$ cat src/rtl/srsc_pkg.sv
// Shared types and constants for the split-read SV classifier.
package srsc_pkg;

  localparam int PosW    = 31;
  localparam int LenW    = 32;
  localparam int DiffW   = 33;
  localparam int RefW    = 30;
  localparam int WeightW = 24;
  localparam int MinLenW = 20;
  localparam int AddrW   = 4;
  localparam int DataW   = 32;

  localparam int QDepth = 4;
  localparam int QPtrW  = 2;
  localparam int QCntW  = 3;

  localparam logic [QCntW-1:0] QFull  = QCntW'(QDepth);
  localparam logic [PosW-1:0]  PosOne = PosW'(1);

  localparam logic [1:0] RegMinSvLen   = 2'd0;
  localparam logic [1:0] RegMinWeight  = 2'd1;
  localparam logic [1:0] RegFallbackEn = 2'd2;

  typedef enum logic [2:0] {
    KindNone = 3'd0,
    KindBnd  = 3'd1,
    KindInv  = 3'd2,
    KindDup  = 3'd3,
    KindDel  = 3'd4,
    KindIns  = 3'd5
  } kind_e;

  typedef struct packed {
    logic [MinLenW-1:0] min_len;
    logic [WeightW-1:0] min_weight;
    logic               fallback_enable;
  } cfg_t;

  typedef struct packed {
    logic               right_side;
    logic [PosW-1:0]    position;
    logic [PosW-1:0]    clip_len;
    logic [WeightW-1:0] weight;
    logic               sa_present;
    logic               same_chrom;
    logic               primary_rev;
    logic               supp_rev;
    logic [PosW-1:0]    supp_pos;
    logic [RefW-1:0]    supp_ref_len;
    logic [RefW-1:0]    supp_query_start;
    logic [RefW-1:0]    supp_query_len;
  } clip_t;

  typedef struct packed {
    kind_e              kind;
    logic               no_sa;
    logic [WeightW-1:0] weight;
    logic [PosW-1:0]    start;
    logic [LenW-1:0]    len;
    logic [LenW-1:0]    mate;
    logic               open;
  } cls_t;

endpackage

$ cat src/rtl/srsc_cfg.sv
// APB register file holding the classifier thresholds.
module srsc_cfg (
  input  logic                        clk_i,
  input  logic                        rst_ni,
  input  logic                        psel,
  input  logic                        penable,
  input  logic                        pwrite,
  input  logic [srsc_pkg::AddrW-1:0]  paddr,
  input  logic [srsc_pkg::DataW-1:0]  pwdata,
  output logic [srsc_pkg::DataW-1:0]  prdata,
  output logic                        pready,
  output srsc_pkg::cfg_t              cfg_o
);

  logic [srsc_pkg::MinLenW-1:0] min_len_q;
  logic [srsc_pkg::WeightW-1:0] min_weight_q;
  logic                         fallback_enable_q;
  logic                         wr_en;
  logic [1:0]                   reg_idx;

  assign pready  = 1'b1;
  assign reg_idx = paddr[3:2];
  assign wr_en   = psel && penable && pwrite;

  always_ff @(posedge clk_i or negedge rst_ni) begin
    if (!rst_ni) begin
      min_len_q         <= srsc_pkg::MinLenW'(50);
      min_weight_q      <= srsc_pkg::WeightW'(2);
      fallback_enable_q <= 1'b0;
    end else if (wr_en) begin
      unique case (reg_idx)
        srsc_pkg::RegMinSvLen:   min_len_q         <= pwdata[srsc_pkg::MinLenW-1:0];
        srsc_pkg::RegMinWeight:  min_weight_q      <= pwdata[srsc_pkg::WeightW-1:0];
        srsc_pkg::RegFallbackEn: fallback_enable_q <= pwdata[0];
        default: ;
      endcase
    end
  end

  always_comb begin
    unique case (reg_idx)
      srsc_pkg::RegMinSvLen:
        prdata = srsc_pkg::DataW'(min_len_q);
      srsc_pkg::RegMinWeight:
        prdata = srsc_pkg::DataW'(min_weight_q);
      srsc_pkg::RegFallbackEn:
        prdata = srsc_pkg::DataW'(fallback_enable_q);
      default:
        prdata = '0;
    endcase
  end

  assign cfg_o.min_len         = min_len_q;
  assign cfg_o.min_weight      = min_weight_q;
  assign cfg_o.fallback_enable = fallback_enable_q;

endmodule

$ cat src/rtl/srsc_front.sv
// Front end: accepts clips and classifies them over two register stages.
module srsc_front (
  input  logic                          clk_i,
  input  logic                          rst_ni,
  input  logic [srsc_pkg::MinLenW-1:0]  min_len_i,
  input  logic                          in_valid_i,
  output logic                          in_ready_o,
  input  srsc_pkg::clip_t               clip_i,
  output logic                          push_o,
  input  logic                          q_ready_i,
  output srsc_pkg::cls_t                cls_o
);

  typedef struct packed {
    logic                         right;
    logic [srsc_pkg::PosW-1:0]    p;
    logic [srsc_pkg::PosW-1:0]    clen;
    logic [srsc_pkg::WeightW-1:0] w;
    logic                         sa;
    logic                         same_chr;
    logic                         strand_match;
    logic [srsc_pkg::PosW-1:0]    spos;
    logic [srsc_pkg::PosW-1:0]    sp0;
    logic [srsc_pkg::LenW-1:0]    spr;
    logic [srsc_pkg::LenW-1:0]    mate_a;
    logic [srsc_pkg::PosW-1:0]    saq;
  } s1_t;

  typedef struct packed {
    logic                         sa;
    logic                         same_chr;
    logic                         strand_match;
    logic [srsc_pkg::WeightW-1:0] w;
    logic [srsc_pkg::PosW-1:0]    p;
    logic [srsc_pkg::DiffW-1:0]   diff;
    logic [srsc_pkg::PosW-1:0]    s;
    logic [srsc_pkg::PosW-1:0]    dq;
    logic [srsc_pkg::PosW-1:0]    inv_lo;
    logic [srsc_pkg::LenW-1:0]    inv_hi;
    logic [srsc_pkg::LenW-1:0]    mate;
    logic                         open;
  } s2_t;

  logic v1_q, v2_q;
  logic ready1, ready2;
  s1_t  s1_d, s1_q;
  s2_t  s2_d, s2_q;

  logic [srsc_pkg::LenW-1:0]  other;
  logic [srsc_pkg::LenW-1:0]  p_ext;
  logic                       p_lt_other;
  logic [srsc_pkg::PosW-1:0]  dr;
  logic [srsc_pkg::LenW-1:0]  ddq, dqd, min_ext;
  logic [srsc_pkg::DiffW-1:0] neg_diff;
  logic                       del_hit, ins_hit;

  assign ready2     = q_ready_i || !v2_q;
  assign ready1     = ready2 || !v1_q;
  assign in_ready_o = ready1;
  assign push_o     = v2_q;

  always_comb begin
    s1_d.right        = clip_i.right_side;
    s1_d.p            = clip_i.position;
    s1_d.clen         = clip_i.clip_len;
    s1_d.w            = clip_i.weight;
    s1_d.sa           = clip_i.sa_present;
    s1_d.same_chr     = clip_i.same_chrom;
    s1_d.strand_match = clip_i.primary_rev == clip_i.supp_rev;
    s1_d.spos         = clip_i.supp_pos;
    s1_d.sp0          = (clip_i.supp_pos == '0) ? '0 : clip_i.supp_pos - srsc_pkg::PosOne;
    s1_d.spr          = {1'b0, s1_d.sp0} + {2'b00, clip_i.supp_ref_len};
    s1_d.mate_a       = {1'b0, clip_i.supp_pos} + {2'b00, clip_i.supp_ref_len};
    s1_d.saq          = {1'b0, clip_i.supp_query_start} + {1'b0, clip_i.supp_query_len};
  end

  always_comb begin
    p_ext      = {1'b0, s1_q.p};
    other      = s1_q.right ? s1_q.spr : {1'b0, s1_q.sp0};
    p_lt_other = p_ext < other;

    s2_d.sa           = s1_q.sa;
    s2_d.same_chr     = s1_q.same_chr;
    s2_d.strand_match = s1_q.strand_match;
    s2_d.w            = s1_q.w;
    s2_d.p            = s1_q.p;
    s2_d.diff         = s1_q.right ? ({2'b00, s1_q.sp0} - {2'b00, s1_q.p})
                                   : ({2'b00, s1_q.p} - {1'b0, s1_q.spr});
    s2_d.s            = (s1_q.p < s1_q.sp0) ? s1_q.p : s1_q.sp0;
    s2_d.dq           = (s1_q.clen > s1_q.saq) ? s1_q.clen - s1_q.saq : '0;
    s2_d.inv_lo       = p_lt_other ? s1_q.p : other[srsc_pkg::PosW-1:0];
    s2_d.inv_hi       = p_lt_other ? other : p_ext;
    if (s1_q.right) begin
      s2_d.mate = s1_q.strand_match ? {1'b0, s1_q.spos} : s1_q.mate_a;
      s2_d.open = s1_q.strand_match;
    end else begin
      s2_d.mate = s1_q.strand_match ? s1_q.mate_a : {1'b0, s1_q.spos};
      s2_d.open = !s1_q.strand_match;
    end
  end

  always_ff @(posedge clk_i or negedge rst_ni) begin
    if (!rst_ni) begin
      v1_q <= 1'b0;
      v2_q <= 1'b0;
    end else begin
      if (ready1) begin
        v1_q <= in_valid_i;
      end
      if (ready2) begin
        v2_q <= v1_q;
      end
    end
  end

  always_ff @(posedge clk_i) begin
    if (ready1 && in_valid_i) begin
      s1_q <= s1_d;
    end
    if (ready2 && v1_q) begin
      s2_q <= s2_d;
    end
  end

  always_comb begin
    min_ext  = {{(srsc_pkg::LenW-srsc_pkg::MinLenW){1'b0}}, min_len_i};
    dr       = s2_q.diff[srsc_pkg::PosW-1:0];
    ddq      = {1'b0, dr} - {1'b0, s2_q.dq};
    dqd      = {1'b0, s2_q.dq} - {1'b0, dr};
    del_hit  = !ddq[srsc_pkg::LenW-1] && (ddq > min_ext);
    ins_hit  = !dqd[srsc_pkg::LenW-1] && (dqd > min_ext);
    neg_diff = '0 - s2_q.diff;

    cls_o.no_sa  = !s2_q.sa;
    cls_o.weight = s2_q.w;
    cls_o.kind   = srsc_pkg::KindNone;
    cls_o.start  = '0;
    cls_o.len    = '0;
    cls_o.mate   = '0;
    cls_o.open   = 1'b0;
    priority if (!s2_q.sa) begin
      cls_o.kind = srsc_pkg::KindNone;
    end else if (!s2_q.same_chr) begin
      cls_o.kind  = srsc_pkg::KindBnd;
      cls_o.start = s2_q.p;
      cls_o.mate  = s2_q.mate;
      cls_o.open  = s2_q.open;
    end else if (!s2_q.strand_match) begin
      cls_o.kind  = srsc_pkg::KindInv;
      cls_o.start = s2_q.inv_lo;
      cls_o.len   = s2_q.inv_hi - {1'b0, s2_q.inv_lo};
    end else if (s2_q.diff[srsc_pkg::DiffW-1]) begin
      cls_o.kind  = srsc_pkg::KindDup;
      cls_o.start = s2_q.s;
      cls_o.len   = neg_diff[srsc_pkg::LenW-1:0];
    end else if (del_hit) begin
      cls_o.kind  = srsc_pkg::KindDel;
      cls_o.start = s2_q.s;
      cls_o.len   = ddq;
    end else if (ins_hit) begin
      cls_o.kind  = srsc_pkg::KindIns;
      cls_o.start = s2_q.s;
      cls_o.len   = dqd;
    end else begin
      cls_o.kind = srsc_pkg::KindNone;
    end
  end

endmodule

$ cat src/rtl/srsc_queue.sv
// Four-entry queue of classified words between front and back end.
module srsc_queue (
  input  logic           clk_i,
  input  logic           rst_ni,
  input  logic           push_i,
  output logic           ready_o,
  input  srsc_pkg::cls_t data_i,
  output logic           valid_o,
  input  logic           pop_i,
  output srsc_pkg::cls_t data_o
);

  srsc_pkg::cls_t                 entry_q [srsc_pkg::QDepth];
  logic [srsc_pkg::QPtrW-1:0]     wr_ptr_q, rd_ptr_q;
  logic [srsc_pkg::QCntW-1:0]     cnt_q;
  logic                           do_push, do_pop;

  assign ready_o = cnt_q != srsc_pkg::QFull;
  assign valid_o = cnt_q != '0;
  assign data_o  = entry_q[rd_ptr_q];
  assign do_push = push_i && ready_o;
  assign do_pop  = pop_i && valid_o;

  always_ff @(posedge clk_i or negedge rst_ni) begin
    if (!rst_ni) begin
      wr_ptr_q <= '0;
      rd_ptr_q <= '0;
      cnt_q    <= '0;
    end else begin
      if (do_push) begin
        wr_ptr_q <= wr_ptr_q + srsc_pkg::QPtrW'(1);
      end
      if (do_pop) begin
        rd_ptr_q <= rd_ptr_q + srsc_pkg::QPtrW'(1);
      end
      if (do_push && !do_pop) begin
        cnt_q <= cnt_q + srsc_pkg::QCntW'(1);
      end else if (do_pop && !do_push) begin
        cnt_q <= cnt_q - srsc_pkg::QCntW'(1);
      end
    end
  end

  always_ff @(posedge clk_i) begin
    if (do_push) begin
      entry_q[wr_ptr_q] <= data_i;
    end
  end

  a_cnt_bound: assert property (@(posedge clk_i) disable iff (!rst_ni)
    cnt_q <= srsc_pkg::QFull)
    else $error("queue count above depth");

  a_cnt_inc: assert property (@(posedge clk_i) disable iff (!rst_ni)
    (do_push && !do_pop) |=> (cnt_q == $past(cnt_q) + srsc_pkg::QCntW'(1)))
    else $error("queue count did not advance on push");

  a_ptr_gap: assert property (@(posedge clk_i) disable iff (!rst_ni)
    (wr_ptr_q - rd_ptr_q) == cnt_q[srsc_pkg::QPtrW-1:0])
    else $error("queue pointers disagree with count");

endmodule

$ cat src/rtl/srsc_back.sv
// Back end: applies thresholds and holds the result word for the consumer.
module srsc_back #(
  parameter int unsigned POS_WIDTH = 31
) (
  input  logic                            clk_i,
  input  logic                            rst_ni,
  input  srsc_pkg::cfg_t                  cfg_i,
  input  logic                            q_valid_i,
  output logic                            pop_o,
  input  srsc_pkg::cls_t                  cls_i,
  output logic                            out_valid_o,
  input  logic                            out_ready_i,
  output logic [2:0]                      sv_kind_o,
  output logic                            emit_o,
  output logic                            consumed_o,
  output logic                            fallback_request_o,
  output logic [srsc_pkg::PosW-1:0]       sv_start_o,
  output logic [srsc_pkg::PosW-1:0]       sv_length_o,
  output logic [srsc_pkg::LenW-1:0]       mate_pos_o,
  output logic                            open_bracket_o
);

  localparam int unsigned MaskW =
    (POS_WIDTH < srsc_pkg::PosW) ? POS_WIDTH : srsc_pkg::PosW;

  logic [srsc_pkg::PosW-1:0] pos_mask;
  logic                      out_valid_q;
  srsc_pkg::kind_e           kind_q;
  logic                      emit_q, emit_d;
  logic                      consumed_q, consumed_d;
  logic                      fb_q;
  logic [srsc_pkg::PosW-1:0] start_q, length_q;
  logic [srsc_pkg::LenW-1:0] mate_q;
  logic                      open_q;
  logic                      wok, len_ok;

  always_comb begin
    for (int i = 0; i < srsc_pkg::PosW; i++) begin
      pos_mask[i] = (i < MaskW);
    end
  end

  assign pop_o  = q_valid_i && (!out_valid_q || out_ready_i);
  assign wok    = cls_i.weight >= cfg_i.min_weight;
  assign len_ok = cls_i.len >=
                  {{(srsc_pkg::LenW-srsc_pkg::MinLenW){1'b0}}, cfg_i.min_len};

  always_comb begin
    unique case (cls_i.kind)
      srsc_pkg::KindNone: begin
        emit_d     = 1'b0;
        consumed_d = 1'b0;
      end
      srsc_pkg::KindBnd: begin
        emit_d     = wok;
        consumed_d = 1'b1;
      end
      srsc_pkg::KindInv: begin
        emit_d     = len_ok && wok;
        consumed_d = 1'b1;
      end
      srsc_pkg::KindDup, srsc_pkg::KindDel, srsc_pkg::KindIns: begin
        emit_d     = len_ok && wok;
        consumed_d = len_ok && wok;
      end
      default: begin
        emit_d     = 1'b0;
        consumed_d = 1'b0;
      end
    endcase
  end

  always_ff @(posedge clk_i or negedge rst_ni) begin
    if (!rst_ni) begin
      out_valid_q <= 1'b0;
    end else if (pop_o) begin
      out_valid_q <= 1'b1;
    end else if (out_ready_i) begin
      out_valid_q <= 1'b0;
    end
  end

  always_ff @(posedge clk_i) begin
    if (pop_o) begin
      kind_q     <= cls_i.kind;
      emit_q     <= emit_d;
      consumed_q <= consumed_d;
      fb_q       <= cls_i.no_sa && cfg_i.fallback_enable;
      start_q    <= cls_i.start & pos_mask;
      length_q   <= cls_i.len[srsc_pkg::PosW-1:0] & pos_mask;
      mate_q     <= cls_i.mate;
      open_q     <= cls_i.open;
    end
  end

  assign out_valid_o        = out_valid_q;
  assign sv_kind_o          = kind_q;
  assign emit_o             = emit_q;
  assign consumed_o         = consumed_q;
  assign fallback_request_o = fb_q;
  assign sv_start_o         = start_q;
  assign sv_length_o        = length_q;
  assign mate_pos_o         = mate_q;
  assign open_bracket_o     = open_q;

  a_none_quiet: assert property (@(posedge clk_i) disable iff (!rst_ni)
    (out_valid_q && kind_q == srsc_pkg::KindNone) |-> (!emit_q && !consumed_q))
    else $error("no-call word marked emitted or consumed");

  a_fb_no_call: assert property (@(posedge clk_i) disable iff (!rst_ni)
    (out_valid_q && fb_q) |-> (kind_q == srsc_pkg::KindNone))
    else $error("fallback requested alongside a call");

  a_emit_consumes: assert property (@(posedge clk_i) disable iff (!rst_ni)
    (out_valid_q && emit_q) |-> consumed_q)
    else $error("emitted call not consumed");

endmodule

$ cat src/rtl/split_read_sv_classify.sv
// Top level of the split-read structural-variant classifier.
// Each accepted clip word yields exactly one result word. The block takes one
// word per clock cycle while in_ready_o is high; a result passes through the
// two register stages in the classifier, the four-entry queue and the output
// register before it reaches the output.
// The queue lets the classifier keep accepting while the consumer holds off;
// the block takes up to seven words in all (output register, four queue
// entries and both classifier stages) before it stalls its input. Thresholds
// are written through the APB port at byte addresses 0 (minimum length),
// 4 (min_weight) and 8 (fallback_enable); there is no clearing pass after
// reset. POS_WIDTH masks sv_start and sv_length.
module split_read_sv_classify #(
  parameter int unsigned POS_WIDTH = 31
) (
  input  logic                        clk_i,
  input  logic                        rst_ni,
  input  logic                        psel,
  input  logic                        penable,
  input  logic                        pwrite,
  input  logic [srsc_pkg::AddrW-1:0]  paddr,
  input  logic [srsc_pkg::DataW-1:0]  pwdata,
  output logic [srsc_pkg::DataW-1:0]  prdata,
  output logic                        pready,
  input  logic                        in_valid_i,
  output logic                        in_ready_o,
  input  logic                        right_side_i,
  input  logic [srsc_pkg::PosW-1:0]   position_i,
  input  logic [srsc_pkg::PosW-1:0]   clip_len_i,
  input  logic [srsc_pkg::WeightW-1:0] weight_i,
  input  logic                        sa_present_i,
  input  logic                        same_chrom_i,
  input  logic                        primary_rev_i,
  input  logic                        supp_rev_i,
  input  logic [srsc_pkg::PosW-1:0]   supp_pos_i,
  input  logic [srsc_pkg::RefW-1:0]   supp_ref_len_i,
  input  logic [srsc_pkg::RefW-1:0]   supp_query_start_i,
  input  logic [srsc_pkg::RefW-1:0]   supp_query_len_i,
  output logic                        out_valid_o,
  input  logic                        out_ready_i,
  output logic [2:0]                  sv_kind_o,
  output logic                        emit_o,
  output logic                        consumed_o,
  output logic                        fallback_request_o,
  output logic [srsc_pkg::PosW-1:0]   sv_start_o,
  output logic [srsc_pkg::PosW-1:0]   sv_length_o,
  output logic [srsc_pkg::LenW-1:0]   mate_pos_o,
  output logic                        open_bracket_o
);

  srsc_pkg::cfg_t  cfg;
  srsc_pkg::clip_t clip;
  srsc_pkg::cls_t  cls_push, cls_pop;
  logic            push, q_ready, q_valid, pop;

  assign clip.right_side       = right_side_i;
  assign clip.position         = position_i;
  assign clip.clip_len         = clip_len_i;
  assign clip.weight           = weight_i;
  assign clip.sa_present       = sa_present_i;
  assign clip.same_chrom       = same_chrom_i;
  assign clip.primary_rev      = primary_rev_i;
  assign clip.supp_rev         = supp_rev_i;
  assign clip.supp_pos         = supp_pos_i;
  assign clip.supp_ref_len     = supp_ref_len_i;
  assign clip.supp_query_start = supp_query_start_i;
  assign clip.supp_query_len   = supp_query_len_i;

  srsc_cfg u_cfg (
    .clk_i   (clk_i),
    .rst_ni  (rst_ni),
    .psel    (psel),
    .penable (penable),
    .pwrite  (pwrite),
    .paddr   (paddr),
    .pwdata  (pwdata),
    .prdata  (prdata),
    .pready  (pready),
    .cfg_o   (cfg)
  );

  srsc_front u_front (
    .clk_i        (clk_i),
    .rst_ni       (rst_ni),
    .min_len_i    (cfg.min_len),
    .in_valid_i   (in_valid_i),
    .in_ready_o   (in_ready_o),
    .clip_i       (clip),
    .push_o       (push),
    .q_ready_i    (q_ready),
    .cls_o        (cls_push)
  );

  srsc_queue u_queue (
    .clk_i   (clk_i),
    .rst_ni  (rst_ni),
    .push_i  (push),
    .ready_o (q_ready),
    .data_i  (cls_push),
    .valid_o (q_valid),
    .pop_i   (pop),
    .data_o  (cls_pop)
  );

  srsc_back #(
    .POS_WIDTH (POS_WIDTH)
  ) u_back (
    .clk_i              (clk_i),
    .rst_ni             (rst_ni),
    .cfg_i              (cfg),
    .q_valid_i          (q_valid),
    .pop_o              (pop),
    .cls_i              (cls_pop),
    .out_valid_o        (out_valid_o),
    .out_ready_i        (out_ready_i),
    .sv_kind_o          (sv_kind_o),
    .emit_o             (emit_o),
    .consumed_o         (consumed_o),
    .fallback_request_o (fallback_request_o),
    .sv_start_o         (sv_start_o),
    .sv_length_o        (sv_length_o),
    .mate_pos_o         (mate_pos_o),
    .open_bracket_o     (open_bracket_o)
  );

endmodule

$ cat config.mk
export PLATFORM = sky130hd
export DESIGN_NAME = split_read_sv_classify
export DESIGN_NICKNAME = d
export VERILOG_FILES = /design/src/rtl/srsc_pkg.sv /design/src/rtl/srsc_cfg.sv /design/src/rtl/srsc_front.sv /design/src/rtl/srsc_queue.sv /design/src/rtl/srsc_back.sv /design/src/rtl/split_read_sv_classify.sv
export SDC_FILE = /design/constraint.sdc
export NUM_CORES = 2
export LEC_CHECK = 0
export BUFFER_PORTS_ARGS = -buffer_cell sky130_fd_sc_hd__buf_2
export CORE_ASPECT_RATIO = 0.5
export CORE_MARGIN = 1
export CORE_UTILIZATION = 60
export CTS_CLUSTER_SIZE = 14
export DETAILED_ROUTE_END_ITERATION = 7
export PLACE_DENSITY = 0.79
export REMOVE_ABC_BUFFERS = 1
export SKIP_CTS_REPAIR_TIMING = 1
export SLEW_MARGIN = 20
export SYNTH_ARGS = -nofsm -noshare
export SYNTH_HDL_FRONTEND = slang
export SYNTH_HIERARCHICAL = 1
export SYNTH_SLANG_ARGS = --single-unit
$ cat constraint.sdc
create_clock -name clk_i -period 9.23 [get_ports clk_i]
set_clock_uncertainty 0.1 [all_clocks]
set_input_delay 1.846 -clock clk_i [delete_from_list [all_inputs] [get_ports clk_i]]
set_output_delay 1.846 -clock clk_i [all_outputs]
set_load 0.005 [all_outputs]
Yosys cells after proc, flatten, opt, wreduce, memory -nomap -nowiden
Memory sizes are Yosys's and may differ from the RTL's.
Cells that the tools add are included.

word-level totals
  flip-flop bits (word level) = 652
  RAM bits = 496
  input bits = 255
  output and inout bits = 136
  word-level logic and storage cells = 142
  memories kept = 1

memories
  memory           depth  width  read ports  clocked after memory_dff  wr ports  RTL line          RTL
  u_queue.entry_q  4      124    1           0                         1         srsc_queue.sv:13  srsc_pkg::cls_t entry_q [srsc_pkg::QDepth];

cells by class
  $add $sub $neg = 15
  order comparisons = 7
  eq/ne operators = 9
  mux-type cells = 32
  reduce and logical (&&, ||, !) cells = 36

operators by type and width
  kind                   count
  $mux 63                4
  $mux 31                5
  $mux 32                4
  $mux 33                3
  $mux 96                1
  $sub 31x31->32         3
  $pmux 24 s3            1
  $add 31x30->32         2
  $gt 32x20->1           2
  $sub 31x32->33         1
  $ge 32x20->1           1
  $lt 31x32->1           1
  $sub 1x32->32 const A  1
  $sub 32x31->32         1
  $add 30x30->31         1
  $gt 31x31->1           1
  $logic_not 31->1       1
  $lt 31x31->1           1
  $sub 31x1->31 const B  1
  $sub 31x31->31         1
  $ge 24x24->1           1
  $mux 3                 8
  $logic_and 1x1->1      13
  $logic_not 1->1        9
  20 further kinds       32

Longest topological paths before layout
  depth after elaboration = 9
  depth in mapped cells = 26
  depth with buffers taken out = 24

By module
The synthesis kept the hierarchy.

by module, submodules not included
  module      times used  cells each  area each (µm²)  seq. area each (µm²)
  srsc_front  1           3574        35670.5          14944.3
  srsc_queue  1           683         18266.3          15069.5
  srsc_back   1           267         4259.1           3057.9
  srsc_cfg    1           162         2132.0           1131.1

Worst setup path before layout
No wires, ideal clock.

  path type = input to register
  start point = input port in_valid_i
  end point = register u_front.s1_q, in the netlist u_front/p_ext[0], enable pin
  data arrival time = 7.431 ns
  setup slack = 1.058 ns
  stages on the path = 1
  path buffers = 0
  cell sequence = and2_1

on the way
  cells in the longest elaborated chain, start to end = 1

RTL lines
  element               RTL line                      RTL
  from (decl)           split_read_sv_classify.sv:24  input logic in_valid_i,
  $logic_and 1x1->1     srsc_front.sv:117             if (ready1 && in_valid_i) begin
  to (signal assigned)  srsc_front.sv:118             s1_q <= s1_d;
  to (decl)             srsc_front.sv:46              s1_t s1_d, s1_q;

Every way passes these cells.
A chain may end at the register's enable or synchronous reset.

==> out/results.txt <==
Core area: 0.0987 mm2
Crit path cell chain: buf_2 > or4_1 > or3_1 > or4_1 > or4_1 > or3_4 > nor2_2 > buf_4 > nor2_1 > ha_1 > a21o_1 > a21o_1 > a21oi_1 > o21ai_0 > a2111oi_0 > o31ai_1 > a2111oi_0 > nor2_1 > a211oi_1 > o31ai_1 > a21oi_1 > xnor2_1
Nature of the critical path endpoint: register
CP Launch Type: input pin
Area of the multi-input gates: 0.0240 mm2
Worst Max-Slew Pin Slew: 1.13 ns
Min-delay src: u_front/s1_q[172]
Die area: 0.102 mm2
Clock transition at path regs: 0.07 ns
Drt drc: 50
Die Width: 450 um
H-tree levels: 3
Area Growth Syn to Fin: 9.99%
Remaining Overflow, GRT: 0
CP max-delay cell: a2111oi_0
Register bit total from synthesis: 1148
Root Buffer: clkbuf_16
Syn_area_per_cell: 12.9 um2
IO Count: 391
FP Rows: 81
Critical Path AT: 8.68 ns
Post-synth EDFFs: 1093
Fmax: 120 MHz
Violated checks: design-rule violations
Layout cell share with drive strength beyond 1: 16.6%
Pwr Density: 305 mW/mm2
Tightest Hold Check Type: register to register
Most frequent CP cell: or4_1
Overall global routing resource usage: 31.5%
Commonest non-fill, non-tap cell in the layout: edfxtp_1
Tmin final: 8.31 ns
Worst r2r src: u_front/dr[0]
Largest net degree at the start of global routing: 176
Vias/cell: 6.25
Longest Clk Path Bufs: 3
LEAKAGE: 26.4 nW
Core Util, Final: 67.2%
Post-synthesis sequential area ratio: 56.7%
Dpl hpwl: 118 mm
TritonCTS Buffers: 99
Status: complete, but fails checks
M3 GR Usage: 6.57%
Worst endpoint required time: 9.61 ns
Ys Warns: 6
Most frequent cells in the layout: 1093 x edfxtp_1, 396 x ha_1, 371 x buf_2, 353 x inv_1, 315 x nand2_1
Slew headroom: 23.9%
# Max-Cap Violations: 0
Post-route clock period utilization: 90.0%
Sum Neg Setup Slack: 0 ns
Port Buffers: 371
Final hold vios: 0
Hold path depth: 0
Met2 Use GR: 46.0%
Initial antenna violation count: 4
Dpl cell area: 0.0634 mm2
Share of flip-flops with an asynchronous set or reset: 4.79%
Routed vias: 40214
Unrepaired setup endpoints after global routing: false
WL/cell: 25.0 um
Slew Limit Fails: 0
Peak supply drop: 0.345 mV
First-pass GRT wire length: 239 mm
Worst-Skew Late Latency: 0.73 ns
Max FO, Critical Path: 13
CTS tree: yes
Post-Syn Instances: 4686
Primary FF master, synth: edfxtp_1
Reg area: 0.0342 mm2
Filler cell count: 6963
ANT nets after route: 0
# setup viols final: 0
Final RePlAce weighted congestion: 0.963
Clock sink count: 1148
DRT Pass-1 Iters: 8
CP max stage delay: 0.62 ns
Die Y: 226 um
R2R depth: 24
Post-route cell area: 0.0664 mm2
Initial Utilization: 61.1%
DRT iter0 DRCs: 4535
Vias in the first global route: 38685
Post-Syn Area: 0.0603 mm2
Crit path kind: input pin to register
Unique masters post-synth: 100
WL final: 160 mm
Crit. Startpoint: supp_pos_i[14]
Busiest layer in global routing: met1
Nets: 5700
Met1 Track Usage GR: 48.5%
report_power, final:
| part | switching, mW | internal (mW) |
|---|---|---|
| combinational | 4.97 | 3.09 |
| sequential | 0.695 | 7.51 |
| clock | 1.87 | 2.11 |
synthesized netlist by cell type (all sizes together), types with 51 or more instances:
library cell,n,share of area [%]
a21o,167,2.1
a21oi,258,2.2
and2,65,0.68
buf,110,1.2
clkbuf,58,0.36
dfrtp,51,2.1
edfxtp,1093,54
ha,396,8.2
inv,353,2.2
mux2,82,1.5
mux2i,86,1.4
mux4,124,4.6
nand2,316,2.0
nand3,55,0.46
nor2,251,1.6
nor3,70,0.59
o21a,62,0.77
o21ai,247,2.1
xnor2,189,2.7
xor2,91,1.3
layout make-up:
class	count	share of cell area, %
timing repair buffer	413	3.33
clock inverter	30	0.432
clock buffer	133	4.07
antenna	3	0.0113
tap	1328	2.50
inverter	353	2.00
multi-input combinational	3024	36.1
sequential	1148	51.6
sequential cells by signal (all words and copies together) (netlist names), 2 cells and up:
name	cells
u_queue/cnt_q	3
u_back/sv_kind_o	3
u_queue/wr_ptr_q	2
u_queue/entry_q	496
u_back/mate_pos_o	32
u_back/sv_length_o	31
u_cfg/min_weight_q	24
u_queue/rd_ptr_q	2
u_front/cls_o	24
u_front/s2_q	194
u_back/sv_start_o	31
u_cfg/min_len_q	20
u_front/dr	31
u_front/s1_q	216
u_front/p_ext	31
worst max-delay path: cells and delay by family:
| kind | cells | cell delay, ns |
|---|---|---|
| AOI/OAI and AO/OA | 10 | 2.97 |
| xor gates and xnor gates | 1 | 0.08 |
| and+or+nand+nor | 8 | 3.15 |
| adders and majority gates | 1 | 0.20 |
| buffers and inverters | 2 | 0.44 |
per-layer routing:
metal | wire [um] | vias up
met2 | 69300 | 1868
met5 | 34 | -
li1 | - | 18170
met3 | 15900 | 197
met1 | 72500 | 19973
met4 | 2820 | 6
worst paths after layout:
path                       slack [ns]                endpoint
max                              0.92        u_front/s1_q[92]
min                              0.31      u_front/cls_o[108]
max reg2reg                      1.87  u_queue/entry_q[2][51]
min reg2reg                      0.31      u_front/cls_o[108]
max in group asynchronous        7.31     u_queue/rd_ptr_q[0]
min in group asynchronous        1.18      u_back/out_valid_o
stage by stage:
step / worst slack, ns / std cells / hold WS (ns) / power (mW)
floorplan: -2.05 / 4525 / 0.300 / 13.6
global placement: 0.453 / 6266 / 0.306 / 15.9
detailed placement: 0.285 / 6266 / 0.305 / 16.2
CTS: 1.12 / 6429 / 0.310 / 20.2
global route: 0.681 / 6429 / 0.325 / 21.2
finish: 0.925 / 6432 / 0.308 / 20.2
kinds of logic (layout without fill, tap and decap cells):
| family | Yosys count | count (layout) | synth area share (%) |
|---|---|---|---|
| compound gates | 1009 | 1009 | 11.1 |
| other cells | 2 | 12 | 0.0124 |
| buf+inv | 521 | 929 | 3.76 |
| flops | 1148 | 1148 | 56.7 |
| mux | 292 | 292 | 7.59 |
| fa+ha+maj | 406 | 406 | 8.54 |
| xor+xnor | 280 | 280 | 4.07 |
| simple gates | 1028 | 1028 | 8.29 |
Note: power is estimated with default switching activity, not from simulation.
